`config.mk`:
```
export PLATFORM = sky130hd
export DESIGN_NAME = dcp_mac
export DESIGN_NICKNAME = d
export VERILOG_FILES = /design/src/hdl/dcp_pkg.sv /design/src/hdl/dcp_mac.sv
export SDC_FILE = /design/constraint.sdc
export NUM_CORES = 1
export LEC_CHECK = 0
export BUFFER_PORTS_ARGS = -buffer_cell sky130_fd_sc_hd__buf_2
export CORE_UTILIZATION = 40
export DETAILED_ROUTE_END_ITERATION = 6
export PLACE_DENSITY_LB_ADDON = 0.2
export SETUP_SLACK_MARGIN = 0.05
export SKIP_CTS_REPAIR_TIMING = 1
export SLEW_MARGIN = 20
export SYNTH_ARGS = -nofsm -noshare
export SYNTH_HDL_FRONTEND = slang
export SYNTH_SLANG_ARGS = --single-unit
```
`constraint.sdc`:
```
create_clock -name clk -period 2.8 [get_ports clk]
set_clock_uncertainty 0.1 [all_clocks]
set_input_delay 0.42 -clock clk [delete_from_list [all_inputs] [get_ports clk]]
set_output_delay 0.42 -clock clk [all_outputs]
set_load 0.02 [all_outputs]
```
`src/hdl/dcp_pkg.sv`:
```
// ============================================================================
// dcp_pkg
// shared constants, types and helper functions of the depthwise plane unit
// ============================================================================
package dcp_pkg;

    // plane and kernel limits
    localparam int MAX_HEIGHT = 64;
    localparam int MAX_WIDTH  = 64;
    localparam int MAX_KERNEL = 8;

    // store geometry
    localparam int PIX_DEPTH = MAX_HEIGHT * MAX_WIDTH;
    localparam int PIX_AW    = $clog2(PIX_DEPTH);
    localparam int WGT_DEPTH = MAX_KERNEL * MAX_KERNEL;
    localparam int WGT_AW    = $clog2(WGT_DEPTH);

    // field widths
    localparam int DIM_W    = 7;
    localparam int BYTE_W   = 8;
    localparam int NIB_W    = 4;
    localparam int MODE_W   = 2;
    localparam int SAMPLE_W = 16;
    localparam int PROD_W   = 2 * SAMPLE_W;
    localparam int ACC_W    = 40;
    localparam int CFG_AW   = 3;

    // counters and coordinates
    localparam int ROW_W    = $clog2(MAX_HEIGHT);
    localparam int COL_W    = $clog2(MAX_WIDTH);
    localparam int KI_W     = $clog2(MAX_KERNEL);
    localparam int KK_W     = $clog2(WGT_DEPTH + 1);
    localparam int NPIX_W   = $clog2(PIX_DEPTH + 1);
    localparam int MAX_DIM  = (MAX_HEIGHT > MAX_WIDTH) ? MAX_HEIGHT : MAX_WIDTH;
    localparam int COORD_W  = $clog2(MAX_DIM * 15 + MAX_KERNEL * 15) + 1;

    // request modes
    localparam logic [MODE_W-1:0] MODE_LOAD_WEIGHT = 2'd0;
    localparam logic [MODE_W-1:0] MODE_LOAD_PIXEL  = 2'd1;
    localparam logic [MODE_W-1:0] MODE_EMIT        = 2'd2;
    localparam logic [MODE_W-1:0] MODE_UNUSED      = 2'd3;

    // register indexes
    localparam logic [CFG_AW-1:0] REG_IN_HEIGHT  = 3'd0;
    localparam logic [CFG_AW-1:0] REG_IN_WIDTH   = 3'd1;
    localparam logic [CFG_AW-1:0] REG_OUT_HEIGHT = 3'd2;
    localparam logic [CFG_AW-1:0] REG_OUT_WIDTH  = 3'd3;
    localparam logic [CFG_AW-1:0] REG_KERNEL     = 3'd4;
    localparam logic [CFG_AW-1:0] REG_PAD        = 3'd5;
    localparam logic [CFG_AW-1:0] REG_STRIDE     = 3'd6;
    localparam logic [CFG_AW-1:0] REG_DILATION   = 3'd7;

    // effective geometry after clamping
    typedef struct packed {
        logic [DIM_W-1:0]  ih;
        logic [DIM_W-1:0]  iw;
        logic [DIM_W-1:0]  oh;
        logic [DIM_W-1:0]  ow;
        logic [NIB_W-1:0]  kh;
        logic [NIB_W-1:0]  kw;
        logic [NIB_W-1:0]  pt;
        logic [NIB_W-1:0]  pl;
        logic [NIB_W-1:0]  sv;
        logic [NIB_W-1:0]  sh;
        logic [NIB_W-1:0]  dv;
        logic [NIB_W-1:0]  dh;
        logic [KK_W-1:0]   kern_taps;
        logic [NPIX_W-1:0] plane_pixels;
    } geom_t;

    // one kernel tap on its way to the multiplier
    typedef struct packed {
        logic              vld;
        logic              in_plane;
        logic              last;
        logic [PIX_AW-1:0] pix_addr;
        logic [WGT_AW-1:0] wgt_addr;
    } tap_t;

    function automatic logic [DIM_W-1:0] clamp_dim(input logic [DIM_W-1:0] v,
                                                   input logic [DIM_W-1:0] hi);
        logic [DIM_W-1:0] r;
        if (v == '0)
            r = DIM_W'(1);
        else if (v > hi)
            r = hi;
        else
            r = v;
        return r;
    endfunction

    function automatic logic [NIB_W-1:0] clamp_kernel(input logic [NIB_W-1:0] v);
        logic [NIB_W-1:0] r;
        if (v == '0)
            r = NIB_W'(1);
        else if (v > NIB_W'(MAX_KERNEL))
            r = NIB_W'(MAX_KERNEL);
        else
            r = v;
        return r;
    endfunction

    function automatic logic [NIB_W-1:0] at_least_one(input logic [NIB_W-1:0] v);
        return (v == '0) ? NIB_W'(1) : v;
    endfunction

endpackage

```
`src/hdl/dcp_mac.sv`:
```
// ============================================================================
// dcp_mac
// shared multiplier and 40-bit accumulator for the kernel taps
// ============================================================================
module dcp_mac (
    input  logic                          clk,
    input  logic                          rst_n,
    input  dcp_pkg::tap_t                 tap,
    input  logic [dcp_pkg::SAMPLE_W-1:0]  wgt_data,
    input  logic [dcp_pkg::SAMPLE_W-1:0]  pix_data,
    input  logic                          plane_last,
    output logic                          result_valid,
    output logic [dcp_pkg::ACC_W-1:0]     out_value,
    output logic                          last_of_plane
);

    // flags aligned with the registered memory read
    logic use_rd_reg, last_rd_reg;
    // flags aligned with the product register
    logic last_mul_reg;
    logic signed [dcp_pkg::PROD_W-1:0] prod_reg, prod_next;
    logic [dcp_pkg::ACC_W-1:0]         acc_reg, acc_sum, prod_ext;
    logic                              result_valid_reg;
    logic [dcp_pkg::ACC_W-1:0]         out_value_reg;
    logic                              last_of_plane_reg;

    always_comb
    begin
        // signed 16x16 product, zero for padding taps
        prod_next = '0;
        if (use_rd_reg)
            prod_next = $signed(wgt_data) * $signed(pix_data);
        prod_ext  = {{(dcp_pkg::ACC_W-dcp_pkg::PROD_W){prod_reg[dcp_pkg::PROD_W-1]}},
                     prod_reg};
        acc_sum   = acc_reg + prod_ext;
    end

    always_ff @(posedge clk or negedge rst_n)
    begin
        if (!rst_n)
        begin
            use_rd_reg       <= 1'b0;
            last_rd_reg      <= 1'b0;
            last_mul_reg     <= 1'b0;
            prod_reg         <= '0;
            acc_reg          <= '0;
            result_valid_reg <= 1'b0;
        end
        else
        begin
            use_rd_reg       <= tap.vld && tap.in_plane;
            last_rd_reg      <= tap.vld && tap.last;
            last_mul_reg     <= last_rd_reg;
            prod_reg         <= prod_next;
            acc_reg          <= last_mul_reg ? '0 : acc_sum;
            result_valid_reg <= last_mul_reg;
        end
    end

    always_ff @(posedge clk)
    begin
        if (last_mul_reg)
        begin
            out_value_reg     <= acc_sum;
            last_of_plane_reg <= plane_last;
        end
    end

    assign result_valid  = result_valid_reg;
    assign out_value     = out_value_reg;
    assign last_of_plane = last_of_plane_reg;

endmodule

```
==> impl_metrics.csv <==
group,metric,value,unit
outcome,run_status,"finished with violations",
outcome,violations,"negative setup slack",
worst_hold_path,min-delay-path-class,"input port to flip-flop",
placement,finalWeightedCongestion,0.8643,
timing,maxSlewViolCount,0,
routing,met2_layer_wire_length_in_the_routed_design,16.79,mm
logic_synthesis,yosys.cell_types.count,58,
routing,routed-wl-met3,888,um
routing,route.vias.total,11050,
logic_synthesis,synth_largest_type_area_fraction,0.3419,
logic_synthesis,synth_sequential_area_ratio,0.2034,
clock_tree,numCtsBuffers,17,
global_routing,grt_overflow_total,0,
routing,route.top_layer_used,"met4",
placement,hpwlAfterDp,29.74,mm
logic_synthesis,synth_enable_flop_cells,41,
critical_path,critPathMaxFanout,6,
die,fp-row-count,71,
clock_tree,clock-root-buffer,"sky130_fd_sc_hd__clkbuf_16",
die,starting_density_of_the_core,0.4079,
critical_path,critPathArrivalTime,5.99,ns
final_layout,num_antenna_cells,0,
timing,setup_tns,-62.24,ns
routing,wl_per_cell,14.96,um
critical_path,required,3.03,ns
timing,finalCriticalPeriod,5.758,ns
die,boundaryPins,98,
die,die_h,198.2,um
logic_synthesis,synthTopCellsByArea,"sky130_fd_sc_hd__fa_1 (34%), sky130_fd_sc_hd__dfrtp_1 (12%), sky130_fd_sc_hd__ha_1 (9.8%), sky130_fd_sc_hd__edfxtp_1 (8.0%), sky130_fd_sc_hd__inv_1 (7.2%)",
critical_path,start_kind,"input port",
die,dieArea,39290,um^2
timing,period_share,2.056,
placement,placedInstanceArea,18170,um^2
critical_path,cp-endpoint,"prod_reg[28]$_DFF_PN0_",
critical_path,crit_type,"input port to flip-flop",
clock_tree,cts.clk_slew.worst_paths,0.06,ns
final_layout,final_area,20460,um^2
logic_synthesis,synthCells,1563,
clock_tree,clock_tree_from_tritoncts,"yes",
routing,detail_route.wirelength,35.64,mm
logic_synthesis,ys_ff_latch,117,
clock_tree,cts_sinks,117,
logic_synthesis,synth_top_cell_by_area,"sky130_fd_sc_hd__fa_1",
routing,dr.first_iter.drc_count,408,
clock_tree,clock_latency,0.42,ns
critical_path,worstSetupStartpoint,"pix_data[6]",
job,cap_viol_max_count,0,
timing,max_slew.worst_pin.slew,0.5770,ns
placement,placement.io_buffers,79,
critical_path,worst-r2r-setup-slack,-0.26,ns
die,core_region_area,37760,um^2
logic_synthesis,ys_async_sr_fraction,0.6496,
critical_path,critical_path.reg2reg.endpoint,"out_value[31]$_DFFE_PP_",
final_layout,register_area,3137,um^2
timing,achievable-frequency,173.7,MHz
routing,route.detailed.drc,0,
global_routing,grt_pass1_wl,58.27,mm
final_layout,layout.core_utilization,0.5419,
final_layout,n_fill_cell,3298,
routing,firstDrtPassIters,4,
timing,slew-limit-headroom,0.6112,
timing,unrepaired_setup_endpoints_after_global_routing,"yes",
final_layout,multi_input_comb_area,12180,um^2
timing,hold_viol,0,
logic_synthesis,yosysWarningCount,0,
routing,met1Wirelength,17.61,mm
final_layout,layout.nets,2299,
critical_path,reg2reg_depth,12,
routing,final_antenna_net_count,0,
critical_path,critical_path.endpoint_type,"flip-flop",
clock_tree,ctsHtreeMaxLevel,4,
die,die_width,198.2,um
timing,timing.final.setup_violations,40,
global_routing,grt_max_degree,52,
clock_tree,cts_buffer_depth,2,
critical_path,rr_startpoint,"acc_reg[4]$_DFF_PN0_",
logic_synthesis,synthesis.area_per_instance,9.853,um^2
final_layout,fraction_of_layout_instances_using_a_drive_strength_above_1,0.3045,
logic_synthesis,total_nets_after_synthesis,2003,
logic_synthesis,synth_flop_type,"sky130_fd_sc_hd__dfrtp_1",
global_routing,global_route.usage.total,0.1866,
logic_synthesis,netlist_area,15400,um^2
global_routing,grt_pass1_vias,11611,
routing,routed_via_density,4.637,
final_layout,area.growth.synth_to_final,32.85,%
global_routing,antenna_found_initial,0,
timing,post-route-worst-setup-slack,-2.958,ns
[cell families (layout without fill, tap and decap cells)]
family,count (synthesis),count (layout),synth area share
mux,3,3,0.002194
xor+xnor,66,66,0.03754
simple gates,455,455,0.1499
compound gates,193,193,0.08206
buf+inv,345,654,0.08466
flops,117,117,0.2034
fa+ha+maj,384,384,0.4402
[synth_stat cells, types with 13 or more instances]
library cell / count
sky130_fd_sc_hd__a21o_1: 28
sky130_fd_sc_hd__a21oi_1: 58
sky130_fd_sc_hd__and2_1: 131
sky130_fd_sc_hd__clkbuf_1: 45
sky130_fd_sc_hd__dfrtp_1: 76
sky130_fd_sc_hd__edfxtp_1: 41
sky130_fd_sc_hd__fa_1: 263
sky130_fd_sc_hd__ha_1: 121
sky130_fd_sc_hd__inv_1: 297
sky130_fd_sc_hd__nand2_1: 156
sky130_fd_sc_hd__nand2b_1: 14
sky130_fd_sc_hd__nand3_1: 13
sky130_fd_sc_hd__nor2_1: 56
sky130_fd_sc_hd__nor2b_1: 49
sky130_fd_sc_hd__o21ai_0: 33
sky130_fd_sc_hd__xnor2_1: 45
sky130_fd_sc_hd__xor2_1: 21
[metal layers]
| metal | GRT usage | vias to the layer above |
|---|---|---|
| met5 | 0 | - |
| met1 | 0.2718 | 5398 |
| li1 | - | 5461 |
| met3 | 0.01669 | 24 |
| met4 | 0.03417 | 0 |
| met2 | 0.3044 | 167 |
[layout make-up]
cell class,count,area share
Clock buffer,20,0.02232
Clock inverter,12,0.009846
Inverter,298,0.05468
Multi-Input combinational cell,1101,0.5954
Sequential cell,117,0.1533
Tap cell,511,0.03125
Timing Repair Buffer,324,0.1332
[worst min-delay path by stage]
stage	to	cells past startpoint	slack (ns)	from
finish	last_of_plane$_DFFE_PP_	1	0.09	plane_last
global route	last_of_plane$_DFFE_PP_	1	0.07	plane_last
CTS	acc_reg[5]$_DFF_PN0_	1	-0.18	rst_n
detailed placement	last_mul_reg$_DFF_PN0_	0	0.24	last_rd_reg$_DFF_PN0_
global placement	last_mul_reg$_DFF_PN0_	0	0.24	last_rd_reg$_DFF_PN0_
floorplan	acc_reg[0]$_DFF_PN0_	0	0.02	rst_n
[cells in the final DEF, fill, tap and decap left out, types with 23 or more instances in the layout]
cell / synthesis / layout
sky130_fd_sc_hd__inv_1: 297 / 267
sky130_fd_sc_hd__and2_4: 0 / 30
sky130_fd_sc_hd__xnor2_1: 45 / 33
sky130_fd_sc_hd__nand2_1: 156 / 147
sky130_fd_sc_hd__buf_6: 1 / 48
sky130_fd_sc_hd__inv_2: 0 / 30
sky130_fd_sc_hd__a21oi_1: 58 / 43
sky130_fd_sc_hd__dfrtp_1: 76 / 75
sky130_fd_sc_hd__buf_4: 0 / 203
sky130_fd_sc_hd__a21o_1: 28 / 28
sky130_fd_sc_hd__buf_2: 0 / 50
sky130_fd_sc_hd__nor2_1: 56 / 51
sky130_fd_sc_hd__ha_4: 0 / 26
sky130_fd_sc_hd__nor2b_1: 49 / 42
sky130_fd_sc_hd__ha_1: 121 / 92
sky130_fd_sc_hd__and2_1: 131 / 101
sky130_fd_sc_hd__edfxtp_1: 41 / 41
sky130_fd_sc_hd__fa_1: 263 / 245
sky130_fd_sc_hd__o21ai_0: 33 / 23
[critical path, cell delays in order]
cell	delay (ns)
sky130_fd_sc_hd__buf_12	0.11
sky130_fd_sc_hd__and2_4	0.15
sky130_fd_sc_hd__fa_1	0.54
sky130_fd_sc_hd__inv_2	0.05
sky130_fd_sc_hd__fa_2	0.54
sky130_fd_sc_hd__fa_2	0.44
sky130_fd_sc_hd__fa_1	0.48
sky130_fd_sc_hd__inv_1	0.05
sky130_fd_sc_hd__fa_1	0.48
sky130_fd_sc_hd__fa_1	0.54
sky130_fd_sc_hd__ha_4	0.29
sky130_fd_sc_hd__nand4_1	0.12
sky130_fd_sc_hd__or3_4	0.42
sky130_fd_sc_hd__o31ai_4	0.23
sky130_fd_sc_hd__a21oi_2	0.07
sky130_fd_sc_hd__o21a_1	0.22
sky130_fd_sc_hd__o21ai_2	0.21
sky130_fd_sc_hd__a31oi_4	0.14
sky130_fd_sc_hd__or3_1	0.33
sky130_fd_sc_hd__a21oi_1	0.15
[through the flow]
step | hold slack [ns] | setup slack (ns) | instances
after detailed placement | 0.2381 | -3.488 | 2314
after floorplan | 0.02441 | -3.065 | 1563
after CTS | -0.1761 | -3.045 | 2346
after global routing | 0.07319 | -3.124 | 2383
final | 0.08887 | -2.958 | 2383
after global placement | 0.2354 | -3.399 | 2314
Power is left out: the tool's default activity adds up to more than one toggle a clock period on the data nets, which glitch-free logic cannot reach.
