File: config.mk
export PLATFORM = sky130hd
export DESIGN_NAME = dcp_tap_seq
export DESIGN_NICKNAME = d
export VERILOG_FILES = /design/src/hdl/dcp_pkg.sv /design/src/hdl/dcp_tap_seq.sv
export SDC_FILE = /design/constraint.sdc
export NUM_CORES = 1
export LEC_CHECK = 0
export ABC_AREA = 1
export BUFFER_PORTS_ARGS = -buffer_cell sky130_fd_sc_hd__buf_2
export CAP_MARGIN = 0
export CORE_MARGIN = 1.5
export CORE_UTILIZATION = 49
export CTS_BUF_LIST = sky130_fd_sc_hd__clkbuf_16
export DETAILED_ROUTE_END_ITERATION = 16
export PLACE_DENSITY = 0.82
export SLEW_MARGIN = 0
export SYNTH_ARGS = -nofsm -noshare
export SYNTH_HDL_FRONTEND = slang
export SYNTH_SLANG_ARGS = --single-unit
File: constraint.sdc
create_clock -name clk -period 3.7 [get_ports clk]
set_input_delay 0 -clock clk [delete_from_list [all_inputs] [get_ports clk]]
set_output_delay 0 -clock clk [all_outputs]
set_load 0.02 [all_outputs]
File: src/hdl/dcp_pkg.sv
// ============================================================================
// dcp_pkg
// shared constants, types and helper functions of the depthwise plane unit
// ============================================================================
package dcp_pkg;

    // plane and kernel limits
    localparam int MAX_HEIGHT = 64;
    localparam int MAX_WIDTH  = 64;
    localparam int MAX_KERNEL = 8;

    // store geometry
    localparam int PIX_DEPTH = MAX_HEIGHT * MAX_WIDTH;
    localparam int PIX_AW    = $clog2(PIX_DEPTH);
    localparam int WGT_DEPTH = MAX_KERNEL * MAX_KERNEL;
    localparam int WGT_AW    = $clog2(WGT_DEPTH);

    // field widths
    localparam int DIM_W    = 7;
    localparam int BYTE_W   = 8;
    localparam int NIB_W    = 4;
    localparam int MODE_W   = 2;
    localparam int SAMPLE_W = 16;
    localparam int PROD_W   = 2 * SAMPLE_W;
    localparam int ACC_W    = 40;
    localparam int CFG_AW   = 3;

    // counters and coordinates
    localparam int ROW_W    = $clog2(MAX_HEIGHT);
    localparam int COL_W    = $clog2(MAX_WIDTH);
    localparam int KI_W     = $clog2(MAX_KERNEL);
    localparam int KK_W     = $clog2(WGT_DEPTH + 1);
    localparam int NPIX_W   = $clog2(PIX_DEPTH + 1);
    localparam int MAX_DIM  = (MAX_HEIGHT > MAX_WIDTH) ? MAX_HEIGHT : MAX_WIDTH;
    localparam int COORD_W  = $clog2(MAX_DIM * 15 + MAX_KERNEL * 15) + 1;

    // request modes
    localparam logic [MODE_W-1:0] MODE_LOAD_WEIGHT = 2'd0;
    localparam logic [MODE_W-1:0] MODE_LOAD_PIXEL  = 2'd1;
    localparam logic [MODE_W-1:0] MODE_EMIT        = 2'd2;
    localparam logic [MODE_W-1:0] MODE_UNUSED      = 2'd3;

    // register indexes
    localparam logic [CFG_AW-1:0] REG_IN_HEIGHT  = 3'd0;
    localparam logic [CFG_AW-1:0] REG_IN_WIDTH   = 3'd1;
    localparam logic [CFG_AW-1:0] REG_OUT_HEIGHT = 3'd2;
    localparam logic [CFG_AW-1:0] REG_OUT_WIDTH  = 3'd3;
    localparam logic [CFG_AW-1:0] REG_KERNEL     = 3'd4;
    localparam logic [CFG_AW-1:0] REG_PAD        = 3'd5;
    localparam logic [CFG_AW-1:0] REG_STRIDE     = 3'd6;
    localparam logic [CFG_AW-1:0] REG_DILATION   = 3'd7;

    // effective geometry after clamping
    typedef struct packed {
        logic [DIM_W-1:0]  ih;
        logic [DIM_W-1:0]  iw;
        logic [DIM_W-1:0]  oh;
        logic [DIM_W-1:0]  ow;
        logic [NIB_W-1:0]  kh;
        logic [NIB_W-1:0]  kw;
        logic [NIB_W-1:0]  pt;
        logic [NIB_W-1:0]  pl;
        logic [NIB_W-1:0]  sv;
        logic [NIB_W-1:0]  sh;
        logic [NIB_W-1:0]  dv;
        logic [NIB_W-1:0]  dh;
        logic [KK_W-1:0]   kern_taps;
        logic [NPIX_W-1:0] plane_pixels;
    } geom_t;

    // one kernel tap on its way to the multiplier
    typedef struct packed {
        logic              vld;
        logic              in_plane;
        logic              last;
        logic [PIX_AW-1:0] pix_addr;
        logic [WGT_AW-1:0] wgt_addr;
    } tap_t;

    function automatic logic [DIM_W-1:0] clamp_dim(input logic [DIM_W-1:0] v,
                                                   input logic [DIM_W-1:0] hi);
        logic [DIM_W-1:0] r;
        if (v == '0)
            r = DIM_W'(1);
        else if (v > hi)
            r = hi;
        else
            r = v;
        return r;
    endfunction

    function automatic logic [NIB_W-1:0] clamp_kernel(input logic [NIB_W-1:0] v);
        logic [NIB_W-1:0] r;
        if (v == '0)
            r = NIB_W'(1);
        else if (v > NIB_W'(MAX_KERNEL))
            r = NIB_W'(MAX_KERNEL);
        else
            r = v;
        return r;
    endfunction

    function automatic logic [NIB_W-1:0] at_least_one(input logic [NIB_W-1:0] v);
        return (v == '0) ? NIB_W'(1) : v;
    endfunction

endpackage

File: src/hdl/dcp_tap_seq.sv
// ============================================================================
// dcp_tap_seq
// output position tracking and kernel tap sequencer
// ============================================================================
module dcp_tap_seq (
    input  logic           clk,
    input  logic           rst_n,
    input  logic           emit_req,
    input  dcp_pkg::geom_t geom,
    input  logic           result_done,
    output logic           busy,
    output dcp_pkg::tap_t  tap,
    output logic           plane_last
);

    typedef enum logic [3:0] {
        S_IDLE  = 4'b0001,
        S_SETUP = 4'b0010,
        S_TAPS  = 4'b0100,
        S_DRAIN = 4'b1000
    } state_t;

    state_t state_reg, state_next;

    logic [dcp_pkg::ROW_W-1:0]   out_row_reg, out_row_next;
    logic [dcp_pkg::COL_W-1:0]   out_col_reg, out_col_next;
    logic [dcp_pkg::KI_W-1:0]    a_reg, a_next;
    logic [dcp_pkg::KI_W-1:0]    b_reg, b_next;
    logic [dcp_pkg::WGT_AW-1:0]  w_reg, w_next;
    logic [dcp_pkg::COORD_W-1:0] r_reg, r_next;
    logic [dcp_pkg::COORD_W-1:0] c_reg, c_next;
    logic [dcp_pkg::COORD_W-1:0] c0_reg, c0_next;
    logic                        plane_last_reg, plane_last_next;
    dcp_pkg::tap_t               tap_reg, tap_next;

    logic [dcp_pkg::ROW_W+dcp_pkg::NIB_W-1:0] row_scaled;
    logic [dcp_pkg::COL_W+dcp_pkg::NIB_W-1:0] col_scaled;
    logic [dcp_pkg::COORD_W-1:0]              r_start, c_start;
    logic                                     pos_last, col_wrap;
    logic                                     b_end, a_end, in_plane;
    logic [dcp_pkg::ROW_W+dcp_pkg::DIM_W-1:0] pix_lin;

    always_comb
    begin
        row_scaled = out_row_reg * geom.sv;
        col_scaled = out_col_reg * geom.sh;
        r_start    = dcp_pkg::COORD_W'(row_scaled) - dcp_pkg::COORD_W'(geom.pt);
        c_start    = dcp_pkg::COORD_W'(col_scaled) - dcp_pkg::COORD_W'(geom.pl);
        col_wrap   = (dcp_pkg::DIM_W'(out_col_reg) + 1'b1) >= geom.ow;
        pos_last   = ((dcp_pkg::DIM_W'(out_row_reg) + 1'b1) >= geom.oh) && col_wrap;

        b_end = (dcp_pkg::NIB_W'(b_reg) + 1'b1) == geom.kw;
        a_end = (dcp_pkg::NIB_W'(a_reg) + 1'b1) == geom.kh;

        // sign bit clear and below the plane size on both axes
        in_plane = !r_reg[dcp_pkg::COORD_W-1] && (r_reg < dcp_pkg::COORD_W'(geom.ih)) &&
                   !c_reg[dcp_pkg::COORD_W-1] && (c_reg < dcp_pkg::COORD_W'(geom.iw));
        pix_lin = r_reg[dcp_pkg::ROW_W-1:0] * geom.iw
                + (dcp_pkg::ROW_W+dcp_pkg::DIM_W)'(c_reg[dcp_pkg::COL_W-1:0]);
    end

    always_comb
    begin
        state_next      = state_reg;
        out_row_next    = out_row_reg;
        out_col_next    = out_col_reg;
        a_next          = a_reg;
        b_next          = b_reg;
        w_next          = w_reg;
        r_next          = r_reg;
        c_next          = c_reg;
        c0_next         = c0_reg;
        plane_last_next = plane_last_reg;
        tap_next        = '0;

        unique case (state_reg)
            S_IDLE:
            begin
                if (emit_req)
                    state_next = S_SETUP;
            end
            S_SETUP:
            begin
                r_next          = r_start;
                c_next          = c_start;
                c0_next         = c_start;
                a_next          = '0;
                b_next          = '0;
                w_next          = '0;
                plane_last_next = pos_last;
                if (pos_last)
                begin
                    out_row_next = '0;
                    out_col_next = '0;
                end
                else if (col_wrap)
                begin
                    out_col_next = '0;
                    out_row_next = out_row_reg + 1'b1;
                end
                else
                begin
                    out_col_next = out_col_reg + 1'b1;
                end
                state_next = S_TAPS;
            end
            S_TAPS:
            begin
                tap_next.vld      = 1'b1;
                tap_next.in_plane = in_plane;
                tap_next.last     = a_end && b_end;
                tap_next.pix_addr = pix_lin[dcp_pkg::PIX_AW-1:0];
                tap_next.wgt_addr = w_reg;
                w_next            = w_reg + 1'b1;
                if (b_end)
                begin
                    b_next = '0;
                    a_next = a_reg + 1'b1;
                    c_next = c0_reg;
                    r_next = r_reg + dcp_pkg::COORD_W'(geom.dv);
                end
                else
                begin
                    b_next = b_reg + 1'b1;
                    c_next = c_reg + dcp_pkg::COORD_W'(geom.dh);
                end
                if (a_end && b_end)
                    state_next = S_DRAIN;
            end
            S_DRAIN:
            begin
                if (result_done)
                    state_next = S_IDLE;
            end
            default:
            begin
                state_next = S_IDLE;
            end
        endcase
    end

    always_ff @(posedge clk or negedge rst_n)
    begin
        if (!rst_n)
        begin
            state_reg      <= S_IDLE;
            out_row_reg    <= '0;
            out_col_reg    <= '0;
            plane_last_reg <= 1'b0;
            tap_reg        <= '0;
        end
        else
        begin
            state_reg      <= state_next;
            out_row_reg    <= out_row_next;
            out_col_reg    <= out_col_next;
            plane_last_reg <= plane_last_next;
            tap_reg        <= tap_next;
        end
    end

    always_ff @(posedge clk)
    begin
        a_reg  <= a_next;
        b_reg  <= b_next;
        w_reg  <= w_next;
        r_reg  <= r_next;
        c_reg  <= c_next;
        c0_reg <= c0_next;
    end

    assign busy       = (state_reg != S_IDLE);
    assign tap        = tap_reg;
    assign plane_last = plane_last_reg;

endmodule

==> results of run 1 <==
[layer usage]
| layer | vias to the layer above | global-route usage, % | wire [microns] |
|---|---|---|---|
| li1 | 3916 | - | - |
| met1 | 3594 | 27.1 | 8790 |
| met4 | 0 | 8.25 | 461 |
| met2 | 253 | 39.1 | 9720 |
| met3 | 35 | 4.56 | 1270 |
| met5 | - | 0 | 0 |
[synthesized netlist by cell type (2+ instances only)]
cell | count | share of area (%)
nand2_2 | 2 | 0.14
xor2_1 | 15 | 1.5
and2_1 | 6 | 0.43
nand3_1 | 100 | 5.7
nand2_1 | 329 | 14
inv_1 | 273 | 12
buf_2 | 7 | 0.40
o21a_1 | 2 | 0.17
dfrtp_1 | 37 | 11
fa_1 | 47 | 11
edfxtp_1 | 47 | 16
ha_1 | 113 | 16
clkbuf_1 | 5 | 0.21
nor2_1 | 72 | 3.1
nor2_2 | 3 | 0.21
o21bai_1 | 2 | 0.17
a21oi_1 | 43 | 2.4
o22ai_1 | 3 | 0.21
o21ai_0 | 26 | 1.5
nand3b_1 | 4 | 0.34
buf_4 | 2 | 0.17
o21ai_1 | 6 | 0.34
buf_6 | 2 | 0.26
xnor2_1 | 8 | 0.80
nor3_1 | 7 | 0.40
nand4_1 | 15 | 1.1
nand3_2 | 2 | 0.23
[cell families (layout without fill, tap and decap cells)]
| logic type | count (synthesis) | count (layout) | share of synthesized area (%) |
|---|---|---|---|
| xor gates and xnor gates | 23 | 23 | 2.29 |
| buffers and inverters | 292 | 400 | 12.8 |
| adders and majority gates | 160 | 160 | 26.7 |
| AOI/OAI and AO/OA | 85 | 85 | 5.07 |
| and+or+nand+nor | 546 | 546 | 26.2 |
| DFF | 85 | 85 | 26.8 |
[repair_timing]
| item | in CTS | in global routing |
|---|---|---|
| gates resized for setup | 8 | 27 |
| setup endpoints to repair | 4 | 7 |
| buffers inserted | 2 | 2 |
| gates cloned | 0 | 0 |
| pin swaps | 8 | 11 |
| hold buffers | 3 | 0 |
| endpoints found under the hold margin | 39 | 0 |
[worst register-to-register path, cell delays in order, from the launching register on]
cell and delay (ns):
edfxtp_1 0.36, buf_6 0.13, nand2_1 0.08, fa_1 0.55
inv_1 0.06, fa_1 0.50, fa_1 0.50, ha_1 0.35
ha_4 0.29, inv_1 0.06, o21ai_0 0.27, a21boi_0 0.16
nand3_1 0.13, nand2_1 0.06, nand2_1 0.05, nor2_1 0.04
[metrics by stage]
step           cells  cell area (sq um)
5_1_grt         1524              10100
4_1_cts         1522               9940
3_3_place_gp    1501               9570
2_1_floorplan   1191               8850
3_5_place_dp    1501               9570
6_report        1524              10100
[area by class of cell]
cell class	instances	area, sq um
fill	1545	7320
multi-input combinational	814	5510
sequential	85	2360
inverter	275	1030
timing repair buffer	109	614
tap	225	282
clock buffer	9	225
clock inverter	7	71.3
[placed cells by master (no fill, tap or decap), types with 15 or more instances in the layout]
cell      count
nand3_1      99
xor2_1       15
nand4_1      15
fa_1         46
buf_4        19
o21ai_0      25
edfxtp_1     47
buf_2        86
inv_1       269
nand2_1     324
dfrtp_1      37
nor2_1       70
a21oi_1      37
ha_1        106
[how the worst min path moves through the flow]
stage,from,endpoint,depth (start not counted)
5_1_grt,geom[36],c0_reg[0],2
2_1_floorplan,rst_n,out_col_reg[0],0
6_report,geom[36],c0_reg[0],2
3_5_place_dp,rst_n,tap[19],1
3_3_place_gp,rst_n,tap[20],1
4_1_cts,geom[36],c0_reg[0],2
==> metrics.txt, run 1 <==
Critical Path Source Type=flop; first-pass GRT wire length=33.1 mm; CTS root buf=clkbuf_16; slowest CP cell=fa_1; share of the yosys chip area belonging to registers=26.8%; critical path endpoint category=flop; Place WS=-0.0298 ns; delay of the slowest cell on the worst path=0.55 ns; Nets=1538; Routed WL per cell=13.3 microns; DRT iter0 DRCs=389; cts bufs inserted=9; CP required=3.95 ns; Worst Path Max Fanout=6; Vias/cell=5.12; Tmin final=3.71 ns; Reg clk slew, reported paths=0.07 ns; delay-heaviest family, CP=adder cells; RR Startpoint=r_reg[5]; final hold slack=0.0684 ns; WL final=20.2 mm; # diodes=0; Worst Setup EP=tap[17]; Remaining Overflow, GRT=0; Area Growth Syn to Fin=14.7%; H-tree depth=3; RePlAce Congestion=0.887; Max transition margin=35.3%; setup ws final=-0.0112 ns; syn_area_per_cell=7.39 sq um; outcome=finished with violations; Worst Setup SP=r_reg[5]; slew of the pin with the lowest slew margin=0.968 ns; Synth Flop Type=edfxtp_1; residual DRC count=0; Core Util, Final=58.0%; clk_skew=0.00763 ns; Max Cap Viol=0; Critical Path Stages=15; reg2reg setup slack=-0.01 ns; share of layout cells above drive strength 1=12.5%; Sink Count=85; CTS tree=done; largest net degree at the start of global routing=39; final setup violation count=1; max FFs per register=21; Critical path buffers and inverters=3; via count=7798; Starting Density=50.5%; Setup TNS=-0.0112 ns; Final Cycle Share=100%; Syn Std Cell Area=8800 sq um; failing checks=negative setup slack; WP data arrival=3.96 ns; worst reg-to-reg path cell count=15; die extent in y=137 microns; Port Buf Inserts=86; critical path, cell by cell=buf_6, nand2_1, fa_1, inv_1, fa_1, fa_1, ha_1, ha_4, inv_1, o21ai_0, a21boi_0, nand3_1, nand2_1, nand2_1, nor2_1; gr usage total=22.3%; #FFs+latches synth=85; DP Wirelength=15.8 mm; Cells after Synth=1191; Synth cell types=40; vias in the first global route=7464; initial antenna violation count=2; number of synthesis warnings=0; post-synth net total=1435; worst hold path type=input pin to flop; asr flop ratio synth=44.7%; drt pass-1 iters=9; EDFF count, synth=47; Ports=107; critical path class=flop to flop; clk buf depth=2; FP Rows=48; Final ANT Viol Nets=0; RR Endpoint=tap[17]; Hold Vio Cnt, Final=0; die area=18800 sq um; Slew Limit Fails=0; die width=137 microns; core box area=17400 sq um; RSZ-0062 raised after global routing=true; Fmax=269 MHz; later-pin clock latency in the skew report=0.36 ns
Power of run 1 is not shown: default switching activity piles up to over one toggle a cycle in this logic, so the estimate is an artifact.
==> inputs of run 2 (changes only) <==
CORE_UTILIZATION = 55   (was 49)
PLACE_DENSITY = 0.89   (was 0.82)
==> run 2 against run 1 <==
  * The flow still finishes with violations (negative setup slack)
  * Clock skew about the same
  * Global-route usage increased by 2.8 points
  * Routed wire length increased by 3.1%
  * Sequential cell count unchanged
  * Final cell count decreased by 0.46%
  * Worst setup slack got worse by 0.082 ns
  * Register-to-register slack got worse by 0.08 ns
  * Fmax decreased by 2.2%
  * Largest cell class unchanged
  * Via count increased by 3.2%
  * Critical path depth increased by 2
  * Non-clock buffer count increased by 2
  * Hold slack improved by 0.026 ns
  * Critical endpoint is now tap[16]
==> metrics.txt, run 2 (synthesis results as in run 1) <==
GR Util met1=30.7%; commonest non-fill, non-tap cell in the layout=nand2_1; Ports=107; delay of the slowest cell on the worst path=0.52 ns; met3 Usage GRT=5.37%; share of layout cells above drive strength 1=12.6%; RePlAce Congestion=0.907; Hold Vio Cnt, Final=0; final setup violation count=3; Vias/cell=5.30; Final Cycle Share=103%; cts bufs inserted=9; GRT Max-Usage Layer=met2; RSZ-0062 raised after global routing=true; Max Cap Viol=0; Fmax=264 MHz; Nets=1540; Place WS=-0.0472 ns; core box area=15800 sq um; CP required=3.98 ns; Worst Path Max Fanout=11; Sink Count=85; Routed WL per cell=13.8 microns; later-pin clock latency in the skew report=0.35 ns; Area Growth Syn to Fin=14.1%; drt pass-1 iters=5; clk buf depth=2; vias in the first global route=7720; failing checks=negative setup slack; largest net degree at the start of global routing=45; Remaining Overflow, GRT=0; Tmin final=3.79 ns; Critical Path Source Type=flop; CTS root buf=clkbuf_16; slew of the pin with the lowest slew margin=1.01 ns; slowest CP cell=fa_1; # diodes=0; critical path, cell by cell=buf_6, nand2_1, inv_1, fa_1, fa_1, fa_1, ha_1, ha_1, nand2_1, nand2_1, nand2_1, o21ai_0, nor2_1, nand3_2, nand2_1, nand2_1, nor2_1; die width=130 microns; Critical path buffers and inverters=2; Setup TNS=-0.179 ns; clk_skew=0.00810 ns; die extent in y=130 microns; critical path class=flop to flop; DRT iter0 DRCs=564; CTS tree=done; via count=8045; critical path endpoint category=flop; H-tree depth=3; initial antenna violation count=0; first-pass GRT wire length=33.7 mm; die area=16800 sq um; worst hold path type=input pin to flop; Worst path most repeated cell=nand2_1; Final ANT Viol Nets=0; Starting Density=55.8%; GRT met2 Usage=43.5%; WP data arrival=4.07 ns; Max transition margin=32.8%; DP Wirelength=15.5 mm; most frequent cells in the layout=325 x nand2_1, 266 x inv_1, 110 x ha_1; WL final=20.9 mm; setup ws final=-0.0934 ns; Reg clk slew, reported paths=0.07 ns; outcome=finished with violations; residual DRC count=0; delay-heaviest family, CP=adder cells; FP Rows=46; gr usage total=25.2%; Slew Limit Fails=0; Port Buf Inserts=86; max FFs per register=21
[run 2: changes by cell type in the layout (fill, tap and decap cells not counted), sizes merged]
cell	change
clkinvlp	+1
buf	+2
bufinv	-1
[run 2: cell type report]
cell class	instances	area [sq um]
fill	1328	5720
multi-input combinational	814	5470
sequential	85	2360
inverter	275	1040
timing repair buffer	111	633
tap	216	270
clock buffer	9	225
clock inverter	7	42.5
[run 2: worst min-delay path: stages]
cell	delay, ns
buf_2	0.08
ha_1	0.12
nand2_1	0.08
nand2_1	0.06
[run 2: final timing paths]
path	startpoint	to	slack, ns	depth (start not counted)
worst max-delay path	r_reg[5]	tap[16]	-0.09	17
worst min-delay path	geom[24]	r_reg[0]	0.09	4
worst max register to register	r_reg[5]	tap[16]	-0.09	17
worst min register to register	plane_last	plane_last	0.49	2
max in group asynchronous	rst_n	state_reg[2]	2.82	2
min in group asynchronous	rst_n	tap[7]	0.31	2
[run 2: repair_timing]
| item | CTS | global route |
|---|---|---|
| hold buffers | 3 | 0 |
| pin swaps | 2 | 26 |
| endpoints found under the hold margin | 39 | 0 |
| endpoints found under the setup margin | 5 | 7 |
| resized for setup | 6 | 34 |
| buffers inserted | 1 | 5 |
[run 2: per-layer routing]
metal	part of all wire, %	wire, microns	vias to the layer above
li1	-	-	3920
met1	41	8510	3730
met2	49	10100	330
met3	7.2	1510	65
met4	3.5	724	0
met5	0	0	-
[run 2: per-stage QoR]
step	utilization [%]	hold WS, ns	instance area [sq um]	cells
finish	63.7	0.0940	10000	1517
global route	63.7	0.0880	10000	1517
CTS	62.7	0.0784	9880	1512
detailed placement	60.6	0.179	9550	1492
global placement	60.6	0.174	9550	1492
floorplan	-	-0.296	8850	1191
Power of run 2 is left out for the same reason.
